===== config.mk =====
export PLATFORM = sky130hd
export DESIGN_NAME = calendar_month_week_row
export DESIGN_NICKNAME = d
export VERILOG_FILES = /design/src/hw/rtl/cmwr_pkg.sv /design/src/hw/rtl/cmwr_div.sv /design/src/hw/rtl/cmwr_leap.sv /design/src/hw/rtl/cmwr_mod7.sv /design/src/hw/rtl/cmwr_cells.sv /design/src/hw/rtl/calendar_month_week_row.sv
export SDC_FILE = /design/constraint.sdc
export NUM_CORES = 1
export LEC_CHECK = 0
export ABC_AREA = 1
export BUFFER_PORTS_ARGS = -buffer_cell sky130_fd_sc_hd__clkbuf_2
export CAP_MARGIN = 5
export CORE_ASPECT_RATIO = 1.5
export CORE_MARGIN = 2
export CORE_UTILIZATION = 58
export DETAILED_ROUTE_END_ITERATION = 8
export PLACE_DENSITY = 0.76
export SYNTH_ARGS = -nofsm -noshare
export SYNTH_HDL_FRONTEND = slang
export SYNTH_SLANG_ARGS = --single-unit
export TNS_END_PERCENT = 1

===== constraint.sdc =====
create_clock -name clk -period 5.5 [get_ports clk]
set_input_delay 0 -clock clk [delete_from_list [all_inputs] [get_ports clk]]
set_output_delay 0 -clock clk [all_outputs]
set_load 0.01 [all_outputs]

===== src/hw/rtl/cmwr_pkg.sv =====
`timescale 1ns / 1ps
package cmwr_pkg;

  // Valid field ranges.
  localparam logic [13:0] YEAR_MIN  = 14'd1;
  localparam logic [13:0] YEAR_MAX  = 14'd9999;
  localparam logic [3:0]  MONTH_MIN = 4'd1;
  localparam logic [3:0]  MONTH_MAX = 4'd12;
  localparam logic [2:0]  ROW_MAX   = 3'd5;
  localparam logic [3:0]  MONTH_FEB = 4'd2;

  // Reciprocal of 100: (x * DIV100_MUL) >> DIV100_SHIFT equals x / 100 for x < 43699.
  localparam int unsigned DIV100_MUL   = 5243;
  localparam int unsigned DIV100_SHIFT = 19;
  localparam int unsigned PROD_W       = 27;
  localparam int unsigned QUOT_W       = PROD_W - DIV100_SHIFT;

  // Weekday of 1 January of year 1 (a Monday), consistent with 1 Jan 1970 on a Thursday.
  localparam logic [14:0] JAN1_BASE = 15'd1;

  localparam int unsigned DAYS_PER_WEEK = 7;
  localparam int unsigned SUM_W = 15;

  typedef logic [4:0] day_t;

  // Stage 1 result: range check and the quotient of (year - 1) by 100.
  typedef struct packed {
    logic              ok;
    logic [13:0]       prev_year;
    logic [QUOT_W-1:0] cent_q;
    logic [3:0]        month;
    logic [2:0]        row;
  } s1_t;

  // Stage 2 result: day count before the first of the month, reduced mod 7 later.
  typedef struct packed {
    logic             ok;
    logic [SUM_W-1:0] day_sum;
    day_t             len;
    logic [2:0]       row;
  } s2_t;

  // Stage 3 result: weekday of the first of the month.
  typedef struct packed {
    logic       ok;
    logic [2:0] first;
    day_t       len;
    logic [2:0] row;
  } s3_t;

  // Length of each month in a common year.
  function automatic day_t month_days(input logic [3:0] month);
    day_t d;
    case (month)
      4'd1:    d = 5'd31;
      4'd2:    d = 5'd28;
      4'd3:    d = 5'd31;
      4'd4:    d = 5'd30;
      4'd5:    d = 5'd31;
      4'd6:    d = 5'd30;
      4'd7:    d = 5'd31;
      4'd8:    d = 5'd31;
      4'd9:    d = 5'd30;
      4'd10:   d = 5'd31;
      4'd11:   d = 5'd30;
      4'd12:   d = 5'd31;
      default: d = 5'd0;
    endcase
    return d;
  endfunction

  // Days before the first of each month in a common year.
  function automatic logic [8:0] days_before(input logic [3:0] month);
    logic [8:0] d;
    case (month)
      4'd1:    d = 9'd0;
      4'd2:    d = 9'd31;
      4'd3:    d = 9'd59;
      4'd4:    d = 9'd90;
      4'd5:    d = 9'd120;
      4'd6:    d = 9'd151;
      4'd7:    d = 9'd181;
      4'd8:    d = 9'd212;
      4'd9:    d = 9'd243;
      4'd10:   d = 9'd273;
      4'd11:   d = 9'd304;
      4'd12:   d = 9'd334;
      default: d = 9'd0;
    endcase
    return d;
  endfunction

endpackage


===== src/hw/rtl/cmwr_div.sv =====
`timescale 1ns / 1ps
module cmwr_div (
  input  logic              clk,
  input  logic              rst_n,
  input  logic              en,
  input  logic              vld_in,
  input  logic [13:0]       year,
  input  logic [3:0]        month,
  input  logic [2:0]        week_row,
  output logic              vld_out,
  output cmwr_pkg::s1_t     s1_out
);

  logic                              vld_r;
  cmwr_pkg::s1_t                     s1_r;
  cmwr_pkg::s1_t                     s1_nxt;
  logic [13:0]                       prev_year;
  logic [cmwr_pkg::PROD_W-1:0]       prod;

  assign prev_year = year - 14'd1;
  assign prod = cmwr_pkg::PROD_W'(prev_year) *
                cmwr_pkg::PROD_W'(cmwr_pkg::DIV100_MUL);

  always_comb begin
    s1_nxt.ok = (year >= cmwr_pkg::YEAR_MIN) && (year <= cmwr_pkg::YEAR_MAX) &&
                (month >= cmwr_pkg::MONTH_MIN) && (month <= cmwr_pkg::MONTH_MAX) &&
                (week_row <= cmwr_pkg::ROW_MAX);
    s1_nxt.prev_year = prev_year;
    s1_nxt.cent_q    = prod[cmwr_pkg::PROD_W-1:cmwr_pkg::DIV100_SHIFT];
    s1_nxt.month     = month;
    s1_nxt.row       = week_row;
  end

  always_ff @(posedge clk) begin
    if (!rst_n) begin
      vld_r <= 1'b0;
    end else if (en) begin
      vld_r <= vld_in;
    end
  end

  always_ff @(posedge clk) begin
    if (en) begin
      s1_r <= s1_nxt;
    end
  end

  assign vld_out = vld_r;
  assign s1_out  = s1_r;

endmodule


===== src/hw/rtl/cmwr_leap.sv =====
`timescale 1ns / 1ps
module cmwr_leap (
  input  logic          clk,
  input  logic          rst_n,
  input  logic          en,
  input  logic          vld_in,
  input  cmwr_pkg::s1_t s1_in,
  output logic          vld_out,
  output cmwr_pkg::s2_t s2_out
);

  logic          vld_r;
  cmwr_pkg::s2_t s2_r;
  cmwr_pkg::s2_t s2_nxt;
  logic [14:0]   q100;
  logic [14:0]   rem100;
  logic          is_cent;
  logic          is_leap;
  logic          feb_add;
  logic          after_feb;

  // The year is a multiple of 100 exactly when (year - 1) mod 100 is 99.
  assign q100    = 15'(s1_in.cent_q) * 15'd100;
  assign rem100  = {1'b0, s1_in.prev_year} - q100;
  assign is_cent = (rem100 == 15'd99);
  // Multiple of 400 when also (year - 1) / 100 is 3 mod 4.
  assign is_leap = is_cent ? (s1_in.cent_q[1:0] == 2'b11)
                           : (s1_in.prev_year[1:0] == 2'b11);
  assign feb_add   = is_leap && (s1_in.month == cmwr_pkg::MONTH_FEB);
  assign after_feb = is_leap && (s1_in.month > cmwr_pkg::MONTH_FEB);

  always_comb begin
    s2_nxt.ok  = s1_in.ok;
    s2_nxt.row = s1_in.row;
    s2_nxt.len = cmwr_pkg::month_days(s1_in.month) + cmwr_pkg::day_t'(feb_add);
    // 365 is 1 mod 7, so each prior year adds one weekday plus the leap days.
    s2_nxt.day_sum = cmwr_pkg::JAN1_BASE
                   + {1'b0, s1_in.prev_year}
                   + 15'(s1_in.prev_year >> 2)
                   - 15'(s1_in.cent_q)
                   + 15'(s1_in.cent_q >> 2)
                   + 15'(cmwr_pkg::days_before(s1_in.month))
                   + 15'(after_feb);
  end

  always_ff @(posedge clk) begin
    if (!rst_n) begin
      vld_r <= 1'b0;
    end else if (en) begin
      vld_r <= vld_in;
    end
  end

  always_ff @(posedge clk) begin
    if (en) begin
      s2_r <= s2_nxt;
    end
  end

  assign vld_out = vld_r;
  assign s2_out  = s2_r;

endmodule


===== src/hw/rtl/cmwr_mod7.sv =====
`timescale 1ns / 1ps
module cmwr_mod7 (
  input  logic          clk,
  input  logic          rst_n,
  input  logic          en,
  input  logic          vld_in,
  input  cmwr_pkg::s2_t s2_in,
  output logic          vld_out,
  output cmwr_pkg::s3_t s3_out
);

  logic          vld_r;
  cmwr_pkg::s3_t s3_r;
  cmwr_pkg::s3_t s3_nxt;
  logic [5:0]    fold1;
  logic [3:0]    fold2;
  logic [3:0]    fold3;
  logic [3:0]    red;

  // Eight is 1 mod 7, so summing octal digits keeps the residue.
  assign fold1 = 6'(s2_in.day_sum[2:0]) + 6'(s2_in.day_sum[5:3]) +
                 6'(s2_in.day_sum[8:6]) + 6'(s2_in.day_sum[11:9]) +
                 6'(s2_in.day_sum[14:12]);
  assign fold2 = 4'(fold1[2:0]) + 4'(fold1[5:3]);
  assign fold3 = 4'(fold2[2:0]) + 4'(fold2[3]);
  assign red   = (fold3 >= 4'(cmwr_pkg::DAYS_PER_WEEK))
               ? fold3 - 4'(cmwr_pkg::DAYS_PER_WEEK) : fold3;

  always_comb begin
    s3_nxt.ok    = s2_in.ok;
    s3_nxt.first = red[2:0];
    s3_nxt.len   = s2_in.len;
    s3_nxt.row   = s2_in.row;
  end

  always_ff @(posedge clk) begin
    if (!rst_n) begin
      vld_r <= 1'b0;
    end else if (en) begin
      vld_r <= vld_in;
    end
  end

  always_ff @(posedge clk) begin
    if (en) begin
      s3_r <= s3_nxt;
    end
  end

  assign vld_out = vld_r;
  assign s3_out  = s3_r;

endmodule


===== src/hw/rtl/cmwr_cells.sv =====
`timescale 1ns / 1ps
module cmwr_cells (
  input  logic           clk,
  input  logic           rst_n,
  input  logic           en,
  input  logic           vld_in,
  input  cmwr_pkg::s3_t  s3_in,
  output logic           vld_out,
  output cmwr_pkg::day_t day [cmwr_pkg::DAYS_PER_WEEK],
  output logic [2:0]     first_weekday,
  output cmwr_pkg::day_t month_length,
  output logic           in_range
);

  logic           vld_r;
  cmwr_pkg::day_t day_r   [cmwr_pkg::DAYS_PER_WEEK];
  cmwr_pkg::day_t day_nxt [cmwr_pkg::DAYS_PER_WEEK];
  logic [2:0]     first_r;
  cmwr_pkg::day_t len_r;
  logic           ok_r;
  logic [5:0]     row_base;

  assign row_base = 6'(s3_in.row) * 6'd7 + 6'd1;

  // Cell c holds 1 + 7*row + c - first when that lands within the month.
  always_comb begin
    for (int c = 0; c < cmwr_pkg::DAYS_PER_WEEK; c++) begin
      logic [5:0] pos;
      logic [5:0] d;
      pos = row_base + 6'(c);
      d   = pos - 6'(s3_in.first);
      if (s3_in.ok && (pos > 6'(s3_in.first)) && (d <= 6'(s3_in.len))) begin
        day_nxt[c] = d[4:0];
      end else begin
        day_nxt[c] = 5'd0;
      end
    end
  end

  always_ff @(posedge clk) begin
    if (!rst_n) begin
      vld_r <= 1'b0;
    end else if (en) begin
      vld_r <= vld_in;
    end
  end

  always_ff @(posedge clk) begin
    if (en) begin
      day_r   <= day_nxt;
      first_r <= s3_in.ok ? s3_in.first : 3'd0;
      len_r   <= s3_in.ok ? s3_in.len : 5'd0;
      ok_r    <= s3_in.ok;
    end
  end

  assign vld_out       = vld_r;
  assign day           = day_r;
  assign first_weekday = first_r;
  assign month_length  = len_r;
  assign in_range      = ok_r;

endmodule


===== src/hw/rtl/calendar_month_week_row.sv =====
`timescale 1ns / 1ps
// Calendar row generator. Each request carries a proleptic Gregorian year, a month and a
// week row of a Sunday-first month grid; the result gives the seven dates of that row
// (0 for a blank cell), the weekday of the month's first day (0 is Sunday) and the month
// length, 29 for a leap February. A request with a year outside 1 to 9999, a month outside
// 1 to 12 or a row above 5 returns in_range low and every other field zero. The block is a
// four-stage pipeline: a range check with a reciprocal multiply for the division by 100,
// leap detection and closed-form day counting, a mod-7 reduction by octal digit folding,
// and the cell compare that feeds the output register. It takes one request per clock when
// no stall backs up the pipeline; a request passes the stage 1, 2 and 3 registers and the
// output register before its result is presented. Every stage holds its own valid bit, so
// a stall on the result side only stops stages that are full, and bubbles close up.
module calendar_month_week_row (
  input  logic        clk,
  input  logic        rst_n,
  input  logic        in_valid,
  output logic        in_stall,
  input  logic [13:0] in_year,
  input  logic [3:0]  in_month,
  input  logic [2:0]  in_week_row,
  output logic        out_valid,
  input  logic        out_stall,
  output logic [4:0]  out_day_sun,
  output logic [4:0]  out_day_mon,
  output logic [4:0]  out_day_tue,
  output logic [4:0]  out_day_wed,
  output logic [4:0]  out_day_thu,
  output logic [4:0]  out_day_fri,
  output logic [4:0]  out_day_sat,
  output logic [2:0]  out_first_weekday,
  output logic [4:0]  out_month_length,
  output logic        out_in_range
);

  logic           v1;
  logic           v2;
  logic           v3;
  logic           en1;
  logic           en2;
  logic           en3;
  logic           en4;
  cmwr_pkg::s1_t  s1;
  cmwr_pkg::s2_t  s2;
  cmwr_pkg::s3_t  s3;
  cmwr_pkg::day_t day [cmwr_pkg::DAYS_PER_WEEK];

  // A stage loads when it is empty or when its contents move on in the same cycle.
  assign en4      = !out_valid || !out_stall;
  assign en3      = !v3 || en4;
  assign en2      = !v2 || en3;
  assign en1      = !v1 || en2;
  assign in_stall = !en1;

  cmwr_div u_div (
    .clk      (clk),
    .rst_n    (rst_n),
    .en       (en1),
    .vld_in   (in_valid),
    .year     (in_year),
    .month    (in_month),
    .week_row (in_week_row),
    .vld_out  (v1),
    .s1_out   (s1)
  );

  cmwr_leap u_leap (
    .clk     (clk),
    .rst_n   (rst_n),
    .en      (en2),
    .vld_in  (v1),
    .s1_in   (s1),
    .vld_out (v2),
    .s2_out  (s2)
  );

  cmwr_mod7 u_mod7 (
    .clk     (clk),
    .rst_n   (rst_n),
    .en      (en3),
    .vld_in  (v2),
    .s2_in   (s2),
    .vld_out (v3),
    .s3_out  (s3)
  );

  cmwr_cells u_cells (
    .clk           (clk),
    .rst_n         (rst_n),
    .en            (en4),
    .vld_in        (v3),
    .s3_in         (s3),
    .vld_out       (out_valid),
    .day           (day),
    .first_weekday (out_first_weekday),
    .month_length  (out_month_length),
    .in_range      (out_in_range)
  );

  // Cells are ordered Sunday first.
  assign out_day_sun = day[0];
  assign out_day_mon = day[1];
  assign out_day_tue = day[2];
  assign out_day_wed = day[3];
  assign out_day_thu = day[4];
  assign out_day_fri = day[5];
  assign out_day_sat = day[6];

endmodule

==> metrics.log <==
INFO  metric run_status = finished, violations left
INFO  metric failed_checks = setup timing
INFO  metric timing.critical_path.to_type = flip-flop
INFO  metric insertion_delay = approximately 430 ps
INFO  metric sequential_element_share_of_the_synthesized_area = approximately 26%
INFO  metric crit_type = reg2reg
INFO  metric synth-warning-count = 0
INFO  metric critical_path.most_common_cell = sky130_fd_sc_hd__nand2_1
INFO  metric final-hold-violation-count = 0
INFO  metric initial_utilization = around three fifths
INFO  metric fin_ws = -534 ps
INFO  metric grt.overflow.total = 0
INFO  metric grt_start_max_net_pins = 46
INFO  metric cpMaxStageDelayCell = sky130_fd_sc_hd__fa_1
INFO  metric grt_antenna_before_repair = 1
INFO  metric place.detailed.hpwl = between 20000 and 30000 um
INFO  metric worstHoldPathType = in2reg
INFO  metric fin_skew = 15.8 ps
INFO  metric worst_path_largest_cell_delay = 540 ps
INFO  metric timing.fmax = ~0.17 GHz
INFO  metric postRouteWirelength = approximately 35000 um
INFO  metric register_area = ~0.0036 mm^2
INFO  metric critical_path_peak_fanout = 4
INFO  metric finalCriticalPeriod = ~6000 ps
INFO  metric vias_in_the_first_global_route = 11900
INFO  metric fin_tns_setup = -4000 ps
INFO  metric cts_sinks = roughly 130
INFO  metric synth_nets = ~2000
INFO  metric dieArea = between 0.02 and 0.03 mm^2
INFO  metric post-synth-top-area-fraction = between 20% and 30%
INFO  metric timing.slew.headroom = 34.6%
INFO  metric synthArstFlopShare = 0%
INFO  metric post_synth.cell_area_avg = between 8 and 9 um^2
INFO  metric cp_data_required_time = ~5700 ps
INFO  metric die_height = ~190 um
INFO  metric rrSetupSlack = -530 ps
INFO  metric clock-root-buffer = sky130_fd_sc_hd__clkbuf_16
INFO  metric wl_met3 = slightly above 1000 um
INFO  metric drtIter0Drc = about 580
INFO  metric post_synth_num_cell_types = 46
INFO  metric number_of_buffers_on_the_longest_clock_path = 2
INFO  metric min_period_over_period = 110%
INFO  metric timing.critical_path.from_type = flip-flop
INFO  metric drc = 0
INFO  metric antenna_violating_nets_post_route = 0
INFO  metric rsz0062_at_grt = true
INFO  metric detail_route.vias_per_cell = about 5.3
INFO  metric worstPathArrival = ~6200 ps
INFO  metric highest_layer = met4
INFO  metric boundaryPins = 71
INFO  metric worst_pin_slew = approximately 980 ps
INFO  metric synth-edff-count = 110
INFO  metric finalMaxSlewViolations = 0
INFO  metric nets = ~2200
INFO  metric cap_viol_max_count = 0
INFO  metric synth_area_leader_cell = sky130_fd_sc_hd__edfxtp_1
INFO  metric dominantRegCellSynth = sky130_fd_sc_hd__edfxtp_1
INFO  metric num_vias = between 10000 and 15000
INFO  metric core_area = approximately 0.024 mm^2
INFO  metric firstDrtPassIters = 5
INFO  metric postSynthCellCount = around 1600
INFO  metric route.detailed.wl_per_inst = around 16 um
INFO  metric n_fill_cell = 1885
INFO  metric rows = between 60 and 70
INFO  metric met2_length = between 15000 and 20000 um
INFO  metric cts_tree = built
INFO  metric finalSetupViolations = 13
INFO  metric proportion_of_layout_cells_with_a_drive_suffix_above_1 = roughly 14%
INFO  metric grt_util_all_layers = 28.8%
INFO  metric register_bit_count_reported_by_yosys = between 100 and 150
INFO  metric synthesis.area = 0.0140 mm^2
INFO  metric layout-area-overhead-vs-synth = 17.2%
INFO  metric whs = just over 30 ps
INFO  metric wl_met1 = 11300 um
INFO  metric cts_buf_count = 17
INFO  metric h-tree-depth = 4
INFO  metric die_w = between 100 and 150 um
INFO  metric multi_input_area = ~0.0092 mm^2
INFO  metric synth.area.top_cells = sky130_fd_sc_hd__edfxtp_1 24%, sky130_fd_sc_hd__ha_1 22%, sky130_fd_sc_hd__fa_1 15%
INFO  metric clk_slew_on_worst_s_h_paths = approximately 60 ps
INFO  metric gp_congestion = 0.943
INFO  metric grt_first_pass_wirelength = roughly 56000 um
INFO  metric place.port_buffers = 70
-- final timing paths --
kind | from | endpoint | cells past startpoint
worst max-delay path | u_div.s1_out[10] | u_leap.s2_out[18] | 33
worst min-delay path | in_year[7] | u_div.s1_out[22] | 3
worst max register to register | u_div.s1_out[10] | u_leap.s2_out[18] | 33
worst min register to register | u_leap.s2_out[4] | u_mod7.s3_out[4] | 0
-- routing by layer --
metal / track usage [%] / up-vias
met5: 0 / -
met4: 22.7 / 0
met3: 3.67 / 160
met2: 55.1 / 301
met1: 26.1 / 5310
li1: - / 5521
-- repair_timing --
action	in CTS	in global routing
endpoints found under the hold margin	12	0
hold buffers	11	0
buffers inserted	8	2
pin swaps	16	12
resized for setup	14	15
endpoints found under the setup margin	13	14
-- cell usage in the layout, fill, tap and decap left out, types with 13 or more instances in the layout --
cell type,Yosys,final
sky130_fd_sc_hd__inv_1,344,341
sky130_fd_sc_hd__nand2_1,258,252
sky130_fd_sc_hd__ha_1,248,242
sky130_fd_sc_hd__nor2_1,140,135
sky130_fd_sc_hd__edfxtp_1,110,110
sky130_fd_sc_hd__buf_4,0,105
sky130_fd_sc_hd__fa_1,102,100
sky130_fd_sc_hd__a21oi_1,76,71
sky130_fd_sc_hd__clkbuf_2,0,70
sky130_fd_sc_hd__xor2_1,54,54
sky130_fd_sc_hd__nand3_1,54,53
sky130_fd_sc_hd__o21ai_0,43,38
sky130_fd_sc_hd__xnor2_1,27,27
sky130_fd_sc_hd__nand4_1,18,18
sky130_fd_sc_hd__clkbuf_16,0,17
sky130_fd_sc_hd__dfxtp_1,16,16
sky130_fd_sc_hd__nor3_1,13,13
-- synth_stat cells, types with 2 or more instances --
master                     number
sky130_fd_sc_hd__nand3_1       54
sky130_fd_sc_hd__dfxtp_1       16
sky130_fd_sc_hd__nor4_1         4
sky130_fd_sc_hd__xor2_2         2
sky130_fd_sc_hd__a31oi_1        3
sky130_fd_sc_hd__o21a_1         6
sky130_fd_sc_hd__o21bai_1       6
sky130_fd_sc_hd__nor3_1        13
sky130_fd_sc_hd__a21o_1         2
sky130_fd_sc_hd__nor3b_1        3
sky130_fd_sc_hd__edfxtp_1     110
sky130_fd_sc_hd__a211oi_1       8
sky130_fd_sc_hd__clkbuf_1       3
sky130_fd_sc_hd__o211ai_1       4
sky130_fd_sc_hd__nand3b_1       4
sky130_fd_sc_hd__ha_1         248
sky130_fd_sc_hd__or2_2         11
sky130_fd_sc_hd__nand4_1       18
sky130_fd_sc_hd__o21ai_0       43
sky130_fd_sc_hd__o22ai_1        2
sky130_fd_sc_hd__and2_1         4
sky130_fd_sc_hd__nand2_2        2
sky130_fd_sc_hd__a21oi_1       76
sky130_fd_sc_hd__inv_1        344
sky130_fd_sc_hd__fa_1         102
sky130_fd_sc_hd__nand2_1      258
sky130_fd_sc_hd__xnor2_1       27
sky130_fd_sc_hd__xor2_1        54
sky130_fd_sc_hd__a21boi_0       5
sky130_fd_sc_hd__nor2_1       140
-- metrics by stage --
stage / instances / instance area (um^2) / util (%) / setup slack [ps]
2_1_floorplan: 1588 / 14000 / - / -226
3_3_place_gp: 2068 / 15500 / 65.3 / -448
3_5_place_dp: 2068 / 15500 / 65.3 / -554
4_1_cts: 2119 / 16300 / 68.9 / -404
5_1_grt: 2122 / 16300 / 69.1 / -855
6_report: 2122 / 16300 / 69.1 / -534
-- registers in the layout (all words and copies together), names as in the netlist, named ones only --
register               flops
u_mod7.s3_out             12
u_mod7.vld_out             1
u_cells.vld_out            1
u_div.s1_out              30
u_div.vld_out              1
u_leap.vld_out             1
u_cells.month_length       5
u_cells.in_range           1
u_leap.s2_out             24
u_cells.first_weekday      3
u_cells.day               35
-- critical path, delay by kind of cell, from the launching register on --
kind / cells / cell delay (ps)
adder cells (fa/ha/maj): 8 / 2660
AND/OR/NAND/NOR: 13 / 1200
AO/OA/AOI/OAI: 5 / 750
buffers and inverters: 5 / 500
flip-flops: 1 / 450
XOR/XNOR: 2 / 200
-- area by class of cell --
cell class              instances  area share (%)
diodes                          1          0.0153
flip-flops and latches        126            22.2
multi-input cells            1112            56.0
well taps                     319            2.44
repair buffers                187            7.76
clock inverters                15            1.09
inverters                     345            7.92
clock buffers                  17            2.60
-- logic make-up (layout without fill, tap and decap cells) --
kind of cell	count (synthesis)	in the layout	synth area share, %
xor+xnor	84	84	5.51
buf+inv	350	564	9.48
other cells	0	1	0
simple gates	513	513	15.4
fa+ha+maj	350	350	36.9
flops	126	126	26.0
mux	1	1	0.0807
compound gates	164	164	6.71
Power is left out: the tool's default activity adds up to more than one toggle a clock period on the data nets, which glitch-free logic cannot reach.
